--- config.mk ---
export PLATFORM = sky130hd
export DESIGN_NAME = fractional_baud_divider_search
export DESIGN_NICKNAME = d
export VERILOG_FILES = /design/src/hw/rtl/fbd_pkg.sv /design/src/hw/rtl/fractional_baud_divider_search.sv /design/src/hw/rtl/fbd_div.sv /design/src/hw/rtl/fbd_search.sv
export SDC_FILE = /design/constraint.sdc
export NUM_CORES = 1
export LEC_CHECK = 0
export BUFFER_PORTS_ARGS = -buffer_cell sky130_fd_sc_hd__clkbuf_2
export CAP_MARGIN = 20
export CORE_UTILIZATION = 58
export DETAILED_ROUTE_END_ITERATION = 16
export PLACE_DENSITY = 0.79
export REMOVE_ABC_BUFFERS = 1
export SYNTH_ARGS = -nofsm -noshare
export SYNTH_HDL_FRONTEND = slang
export SYNTH_HIERARCHICAL = 1
export SYNTH_SLANG_ARGS = --single-unit
--- constraint.sdc ---
create_clock -name clk -period 7 [get_ports clk]
set_clock_uncertainty 0.05 [all_clocks]
set_input_delay 0.7 -clock clk [delete_from_list [all_inputs] [get_ports clk]]
set_output_delay 0.7 -clock clk [all_outputs]
set_load 0.01 [all_outputs]
--- src/hw/rtl/fbd_pkg.sv ---
package fbd_pkg;

    localparam int DIV_W  = 32;
    localparam int CNT_W  = 5;
    localparam int CLK_W  = 27;
    localparam int BAUD_W = 23;
    localparam int DL_W   = 16;
    localparam int FR_W   = 4;
    localparam int SUM_W  = 5;
    localparam int NUM_W  = 31;
    localparam int RATE_W = 28;

    localparam logic [CLK_W-1:0] CLK_RESET = 27'd100000000;
    localparam logic [FR_W-1:0]  MUL_FIRST = 4'd1;
    localparam logic [FR_W-1:0]  MUL_LAST  = 4'd15;

    typedef enum logic [3:0] {
        S_IDLE,
        S_BASE_GO,
        S_BASE_WAIT,
        S_PREP,
        S_DIV1_GO,
        S_DIV1_WAIT,
        S_PREP2,
        S_DIV2_GO,
        S_DIV2_WAIT,
        S_DONE
    } srch_state_t;

    typedef struct packed {
        logic             start;
        logic [DIV_W-1:0] dividend;
        logic [DIV_W-1:0] divisor;
    } div_req_t;

    typedef struct packed {
        logic             done;
        logic [DIV_W-1:0] quotient;
        logic [DIV_W-1:0] remainder;
    } div_rsp_t;

    typedef struct packed {
        logic            valid;
        logic [DL_W-1:0] divisor_latch;
        logic [FR_W-1:0] div_add;
        logic [FR_W-1:0] mul_val;
    } srch_res_t;

endpackage

--- src/hw/rtl/fractional_baud_divider_search.sv ---
// fractional baud divider search
// cfg channel (cfg_valid/cfg_ready, pclk_hz) sets the peripheral clock in hertz;
// cfg_ready is always high, write it only while no request is in flight
// in channel (in_valid/in_ready, baud_rate) takes one requested rate per word;
// out channel (out_valid/out_ready) returns divisor_latch, div_add, mul_val
// one request is worked at a time on a single bit-serial divider; a zero
// rate answers without a division, an exact clock divide after one, and a
// full search of the 120 (div_add, mul_val) pairs runs two divisions per pair
// the search stops at the first pair that hits the rate exactly
// the result sits in an output register, so a new word is taken while the
// previous answer waits on a stalled out_ready; the search only holds its
// answer if that register is still full and stalled when it finishes
// reset returns pclk_hz to 100000000, empties the output and idles the search
module fractional_baud_divider_search
    import fbd_pkg::*;
(
    input  logic              clk,
    input  logic              rst_n,
    input  logic              cfg_valid,
    output logic              cfg_ready,
    input  logic [CLK_W-1:0]  pclk_hz,
    input  logic              in_valid,
    output logic              in_ready,
    input  logic [BAUD_W-1:0] baud_rate,
    output logic              out_valid,
    input  logic              out_ready,
    output logic [DL_W-1:0]   divisor_latch,
    output logic [FR_W-1:0]   div_add,
    output logic [FR_W-1:0]   mul_val
);

    logic [CLK_W-1:0] pclk_reg;
    logic             out_valid_reg, out_valid_next;
    logic [DL_W-1:0]  dl_reg;
    logic [FR_W-1:0]  add_reg;
    logic [FR_W-1:0]  mul_reg;

    logic             idle;
    logic             res_ack;
    srch_res_t        res;
    div_req_t         div_req;
    div_rsp_t         div_rsp;

    assign cfg_ready = 1'b1;
    assign in_ready  = idle;

    always_ff @(posedge clk or negedge rst_n)
    begin
        if (!rst_n)
            pclk_reg <= CLK_RESET;
        else if (cfg_valid)
            pclk_reg <= pclk_hz;
    end

    fbd_search u_search (
        .clk     (clk),
        .rst_n   (rst_n),
        .start   (in_valid),
        .baud    (baud_rate),
        .pclk    (pclk_reg),
        .idle    (idle),
        .res     (res),
        .res_ack (res_ack),
        .div_req (div_req),
        .div_rsp (div_rsp)
    );

    fbd_div u_div (
        .clk   (clk),
        .rst_n (rst_n),
        .req   (div_req),
        .rsp   (div_rsp)
    );

    // output register frees up in the same cycle it is taken
    always_comb
    begin
        res_ack        = res.valid && (!out_valid_reg || out_ready);
        out_valid_next = out_valid_reg;
        if (res_ack)
            out_valid_next = 1'b1;
        else if (out_ready)
            out_valid_next = 1'b0;
    end

    always_ff @(posedge clk or negedge rst_n)
    begin
        if (!rst_n)
            out_valid_reg <= 1'b0;
        else
            out_valid_reg <= out_valid_next;
    end

    always_ff @(posedge clk)
    begin
        if (res_ack)
        begin
            dl_reg  <= res.divisor_latch;
            add_reg <= res.div_add;
            mul_reg <= res.mul_val;
        end
    end

    assign out_valid     = out_valid_reg;
    assign divisor_latch = dl_reg;
    assign div_add       = add_reg;
    assign mul_val       = mul_reg;

endmodule

--- src/hw/rtl/fbd_div.sv ---
module fbd_div
    import fbd_pkg::*;
(
    input  logic     clk,
    input  logic     rst_n,
    input  div_req_t req,
    output div_rsp_t rsp
);

    logic [DIV_W-1:0] rem_reg, rem_next;
    logic [DIV_W-1:0] quo_reg, quo_next;
    logic [DIV_W-1:0] dsr_reg, dsr_next;
    logic [CNT_W-1:0] cnt_reg, cnt_next;
    logic             busy_reg, busy_next;
    logic             done_reg, done_next;

    logic [DIV_W:0]   rem_sh;
    logic [DIV_W:0]   diff;
    logic             fits;

    // restoring division, one quotient bit per cycle
    always_comb
    begin
        rem_sh    = {rem_reg, quo_reg[DIV_W-1]};
        diff      = rem_sh - {1'b0, dsr_reg};
        fits      = ~diff[DIV_W];
        rem_next  = rem_reg;
        quo_next  = quo_reg;
        dsr_next  = dsr_reg;
        cnt_next  = cnt_reg;
        busy_next = busy_reg;
        done_next = 1'b0;
        if (req.start)
        begin
            rem_next  = '0;
            quo_next  = req.dividend;
            dsr_next  = req.divisor;
            cnt_next  = '0;
            busy_next = 1'b1;
        end
        else if (busy_reg)
        begin
            rem_next = fits ? diff[DIV_W-1:0] : rem_sh[DIV_W-1:0];
            quo_next = {quo_reg[DIV_W-2:0], fits};
            cnt_next = cnt_reg + 1'b1;
            if (cnt_reg == CNT_W'(DIV_W - 1))
            begin
                busy_next = 1'b0;
                done_next = 1'b1;
            end
        end
    end

    always_ff @(posedge clk or negedge rst_n)
    begin
        if (!rst_n)
        begin
            cnt_reg  <= '0;
            busy_reg <= 1'b0;
            done_reg <= 1'b0;
        end
        else
        begin
            cnt_reg  <= cnt_next;
            busy_reg <= busy_next;
            done_reg <= done_next;
        end
    end

    always_ff @(posedge clk)
    begin
        rem_reg <= rem_next;
        quo_reg <= quo_next;
        dsr_reg <= dsr_next;
    end

    assign rsp.done      = done_reg;
    assign rsp.quotient  = quo_reg;
    assign rsp.remainder = rem_reg;

endmodule

--- src/hw/rtl/fbd_search.sv ---
module fbd_search
    import fbd_pkg::*;
(
    input  logic              clk,
    input  logic              rst_n,
    input  logic              start,
    input  logic [BAUD_W-1:0] baud,
    input  logic [CLK_W-1:0]  pclk,
    output logic              idle,
    output srch_res_t         res,
    input  logic              res_ack,
    output div_req_t          div_req,
    input  div_rsp_t          div_rsp
);

    srch_state_t       state_reg, state_next;
    logic [BAUD_W-1:0] baud_reg, baud_next;
    logic [FR_W-1:0]   m_reg, m_next;
    logic [FR_W-1:0]   a_reg, a_next;
    logic [SUM_W-1:0]  sum_reg, sum_next;
    logic [NUM_W-1:0]  num_reg, num_next;
    logic [NUM_W-1:0]  den_reg, den_next;
    logic [DL_W-1:0]   dl_reg, dl_next;
    logic [DL_W-1:0]   best_dl_reg, best_dl_next;
    logic [FR_W-1:0]   best_add_reg, best_add_next;
    logic [FR_W-1:0]   best_mul_reg, best_mul_next;
    logic [BAUD_W-1:0] best_err_reg, best_err_next;

    logic [SUM_W-1:0]  cand_sum;
    logic [DIV_W:0]    q_inc;
    logic [DL_W-1:0]   dl_raw;
    logic [RATE_W:0]   rate_inc;
    logic [RATE_W-1:0] rate;
    logic [RATE_W-1:0] baud_ext;
    logic [RATE_W-1:0] err;
    logic              better;
    logic              last_pair;

    always_comb
    begin
        cand_sum  = SUM_W'(a_reg) + SUM_W'(m_reg);
        q_inc     = {1'b0, div_rsp.quotient} + 1'b1;
        dl_raw    = q_inc[DL_W:1];
        rate_inc  = {1'b0, div_rsp.quotient[RATE_W-1:0]} + 1'b1;
        rate      = rate_inc[RATE_W:1];
        baud_ext  = RATE_W'(baud_reg);
        err       = (rate >= baud_ext) ? (rate - baud_ext) : (baud_ext - rate);
        better    = err < RATE_W'(best_err_reg);
        last_pair = (m_reg == MUL_LAST) && ((a_reg + 1'b1) == m_reg);
    end

    always_comb
    begin
        state_next        = state_reg;
        baud_next         = baud_reg;
        m_next            = m_reg;
        a_next            = a_reg;
        sum_next          = sum_reg;
        num_next          = num_reg;
        den_next          = den_reg;
        dl_next           = dl_reg;
        best_dl_next      = best_dl_reg;
        best_add_next     = best_add_reg;
        best_mul_next     = best_mul_reg;
        best_err_next     = best_err_reg;
        idle              = 1'b0;
        res.valid         = 1'b0;
        res.divisor_latch = best_dl_reg;
        res.div_add       = best_add_reg;
        res.mul_val       = best_mul_reg;
        div_req.start     = 1'b0;
        div_req.dividend  = DIV_W'(num_reg);
        div_req.divisor   = DIV_W'(den_reg);

        case (state_reg)
            S_IDLE:
            begin
                idle = 1'b1;
                if (start)
                begin
                    baud_next     = baud;
                    best_dl_next  = '0;
                    best_add_next = '0;
                    best_mul_next = MUL_FIRST;
                    state_next    = (baud == '0) ? S_DONE : S_BASE_GO;
                end
            end
            S_BASE_GO:
            begin
                div_req.start    = 1'b1;
                div_req.dividend = DIV_W'(pclk);
                div_req.divisor  = DIV_W'({baud_reg, 4'b0000});
                state_next       = S_BASE_WAIT;
            end
            S_BASE_WAIT:
            begin
                if (div_rsp.done)
                begin
                    best_dl_next = div_rsp.quotient[DL_W-1:0];
                    if (div_rsp.remainder == '0)
                    begin
                        state_next = S_DONE;
                    end
                    else
                    begin
                        best_err_next = baud_reg;
                        m_next        = MUL_FIRST;
                        a_next        = '0;
                        state_next    = S_PREP;
                    end
                end
            end
            S_PREP:
            begin
                sum_next   = cand_sum;
                num_next   = NUM_W'(m_reg) * NUM_W'(pclk);
                den_next   = (NUM_W'(baud_reg) * NUM_W'(cand_sum)) << 3;
                state_next = S_DIV1_GO;
            end
            S_DIV1_GO:
            begin
                div_req.start = 1'b1;
                state_next    = S_DIV1_WAIT;
            end
            S_DIV1_WAIT:
            begin
                if (div_rsp.done)
                begin
                    // latch is at least 1, at least 2 with a fractional add
                    if ((a_reg != '0) && (dl_raw < DL_W'(2)))
                        dl_next = DL_W'(2);
                    else if (dl_raw == '0)
                        dl_next = DL_W'(1);
                    else
                        dl_next = dl_raw;
                    state_next = S_PREP2;
                end
            end
            S_PREP2:
            begin
                den_next   = (NUM_W'(dl_reg) * NUM_W'(sum_reg)) << 3;
                state_next = S_DIV2_GO;
            end
            S_DIV2_GO:
            begin
                div_req.start = 1'b1;
                state_next    = S_DIV2_WAIT;
            end
            S_DIV2_WAIT:
            begin
                if (div_rsp.done)
                begin
                    if (better)
                    begin
                        best_err_next = err[BAUD_W-1:0];
                        best_dl_next  = dl_reg;
                        best_mul_next = m_reg;
                        best_add_next = a_reg;
                    end
                    if ((better && (err == '0)) || last_pair)
                    begin
                        state_next = S_DONE;
                    end
                    else
                    begin
                        if ((a_reg + 1'b1) == m_reg)
                        begin
                            m_next = m_reg + 1'b1;
                            a_next = '0;
                        end
                        else
                        begin
                            a_next = a_reg + 1'b1;
                        end
                        state_next = S_PREP;
                    end
                end
            end
            S_DONE:
            begin
                res.valid = 1'b1;
                if (res_ack)
                    state_next = S_IDLE;
            end
            default:
            begin
                state_next = S_IDLE;
            end
        endcase
    end

    always_ff @(posedge clk or negedge rst_n)
    begin
        if (!rst_n)
            state_reg <= S_IDLE;
        else
            state_reg <= state_next;
    end

    always_ff @(posedge clk)
    begin
        baud_reg     <= baud_next;
        m_reg        <= m_next;
        a_reg        <= a_next;
        sum_reg      <= sum_next;
        num_reg      <= num_next;
        den_reg      <= den_next;
        dl_reg       <= dl_next;
        best_dl_reg  <= best_dl_next;
        best_add_reg <= best_add_next;
        best_mul_reg <= best_mul_next;
        best_err_reg <= best_err_next;
    end

endmodule

==> results_dict.tcl <==
set metrics [dict create \
    leakagePower_nw 14.0 \
    fin_nets 3354 \
    cts_buffers 38 \
    gr-total-overflow 0 \
    power_density_nw_per_um2 171 \
    ys_types 91 \
    finalWorstSetupSlack_ns 0.344 \
    drive_above_1_share_pct 15.4 \
    diodes 0 \
    area_growth_pct 11.6 \
    wl_per_cell_um 20.5 \
    synth_edf_count 246 \
    timing.final.crit_share_pct 95.1 \
    root_buffer "clkbuf_16" \
    relSlewSlack_pct 27.5 \
    drt_iter0_markers 1691 \
    io-pin-count 82 \
    ys_seq_elements 317 \
    seq_area_frac_synth_pct 33.1 \
    hold_path.class "in -> async" \
    gp_congestion 0.987 \
    required_ns 7.21 \
    grt_usage_pct 30.7 \
    hold_violations 0 \
    first_global_vias 21600 \
    setup_viol 0 \
    yosys_warnings 6 \
    antenna_found_initial 1 \
    cp-end-kind "register" \
    rsz0062_at_grt "no" \
    cts_hold_buffers 0 \
    rows 79 \
    remaining_drc_errors 0 \
    arrival_ns 6.86 \
    wirelength_mm 73.0 \
    fillers 3660 \
    synth_area_per_cell_sq_um 9.74 \
    synthFlopType "edfxtp_1" \
    cts_tree "yes" \
    clk_pin_slew_ns 0.06 \
    worst_slew_pin_slew_ns 1.07 \
    dieArea_sq_um 47800 \
    grt_pass1_wl_mm 115 \
    fmax_ghz 0.150 \
    cts_buffer_depth 3 \
    final_common_cell "nand2_1" \
    hpwl_mm 55.7 \
    crit_fanout 23 \
    die_x_um 219 \
    maxCapViolCount 0 \
    instances_no_fill 3567 \
    path_class "reg -> reg" \
    synthArstFlopShare_pct 12.3 \
    clock_sinks 317 \
    via_per_inst 6.07 \
    grt_max_degree 71 \
    final_cell_mix "nand2_1 (323), inv_1 (285), edfxtp_1 (246)" \
    core_sq_um 46500 \
    ant_nets 0 \
    cts_max_level 2 \
    clk_latency_ns 0.59 \
    finalCriticalPeriod_ns 6.66 \
    synthCells 2796 \
    reg2reg_slack_ns 0.34 \
    start_util_pct 58.6 \
    io_buffers 80 \
    die_h_um 219 \
    ir_worst_vdd_uv 228 \
    synth.cell_area_sq_um 27200 \
    pre_cts_slack_ns -0.129 \
    run_status "finished, final reports clean" \
    drt_first_pass_iters 7 \
    slew_violations 0 \
    num_vias 21700 \
    dpl.cell_count 3492 \
    startpoint_type "register" \
]
[timing repair]
item | in CTS | in global routing
setup endpoints to repair | 55 | 59
gates resized for setup | 2 | 16
endpoints found under the hold margin | 0 | 0
pin swaps | 0 | 3
buffers inserted | 0 | 4
[cell usage after synthesis, types with 25 or more instances]
cell | instances | share of area, %
o21a_1 | 27 | 0.74
mux2_2 | 91 | 3.8
nand2b_1 | 29 | 0.67
nand2_1 | 323 | 4.5
edfxtp_1 | 246 | 27
o21ai_0 | 126 | 2.3
inv_1 | 285 | 3.9
a21oi_1 | 131 | 2.4
nor3_1 | 25 | 0.46
dfxtp_1 | 32 | 2.4
fa_1 | 159 | 12
a21o_1 | 69 | 1.9
nor2_1 | 153 | 2.1
ha_1 | 210 | 9.7
a311oi_1 | 27 | 0.87
xor2_1 | 70 | 2.3
dfrtp_1 | 27 | 2.5
nand3_1 | 66 | 1.2
nor4_1 | 25 | 0.57
xnor2_1 | 89 | 2.9
nand4_1 | 27 | 0.62
clkbuf_1 | 93 | 1.3
nor2b_1 | 29 | 0.67
and2_1 | 126 | 2.9
[metal layers]
layer	vias up	GRT usage [%]	share of wire, %
li1	9953	-	-
met2	816	53.8	49
met1	10700	38.4	41
met5	-	0	0
met4	0	13.2	4.3
met3	187	3.24	5.7
[final timing paths]
check / start / end / depth (start not counted)
worst max-delay path: u_div/quo_reg[0] / u_search/best_err_reg[0] / 27
worst min-delay path: rst_n / u_search/state_reg[0] / 2
worst max register to register: u_div/quo_reg[0] / u_search/best_err_reg[0] / 27
worst min register to register: u_search/best_mul_reg[1] / mul_val[1] / 0
max in group asynchronous: rst_n / u_div/busy_reg / 2
min in group clk: baud_rate[13] / u_search/baud_reg[13] / 1
[area by class of cell]
cell class                      instances  area [sq um]  area share, %
Sequential cell                       317          9020           29.7
Inverter                              285          1070           3.52
Tap cell                              607           759           2.50
Clock inverter                         28           378           1.24
Timing Repair Buffer                  213          1450           4.78
Clock buffer                           42           986           3.25
Multi-Input combinational cell       2075         16700           55.0
[worst max-delay path: stages (launching register included)]
cell and delay (ns):
edfxtp_1 0.38, buf_4 0.13, nand2_1 0.07, or3_4 0.45, xnor2_1 0.17, ha_1 0.37
and4_1 0.28, nand2_1 0.07, a21o_1 0.17, a211o_1 0.29, o31a_1 0.39, o21ai_4 0.19
mux2i_1 0.23, xor2_1 0.29, ha_1 0.31, a21o_1 0.18, a21oi_1 0.14, nor2b_1 0.06
o31ai_1 0.24, a21oi_1 0.12, o311ai_2 0.30, nand2_1 0.10, a211o_1 0.29, or3_1 0.40
buf_4 0.17, o22ai_1 0.10, and2_1 0.20, buf_12 0.20
[power breakdown]
group / internal [W] / switching [W] / total, W
registers: 0.00209 / 0.0000318 / 0.00212
logic: 0.000396 / 0.000513 / 0.000908
clock network: 0.00132 / 0.000853 / 0.00218
total: 0.00380 / 0.00140 / 0.00520
[metrics by stage]
stage / cell area, sq um / hold slack (ns) / utilization, % / power (W) / TNS [ns]
after floorplan: 26700 / 0.350 / - / 0.00282 / -245.81
after global placement: 28900 / 0.366 / 62.2 / 0.00298 / 0
after detailed placement: 28900 / 0.356 / 62.2 / 0.00304 / -5.03
after CTS: 30300 / 0.198 / 65.2 / 0.00521 / 0
after global routing: 30400 / 0.248 / 65.4 / 0.00540 / 0
final: 30400 / 0.199 / 65.4 / 0.00520 / 0
[logic make-up after synthesis]
kind of cell | after synthesis | share of synthesized area, %
buf+inv | 408 | 6.01
simple gates | 874 | 15.8
other cells | 2 | 0.0276
mux | 130 | 5.58
flops | 317 | 33.1
compound gates | 537 | 13.0
fa+ha+maj | 369 | 21.3
xor+xnor | 159 | 5.12
Note: power is estimated with default switching activity, not from simulation.
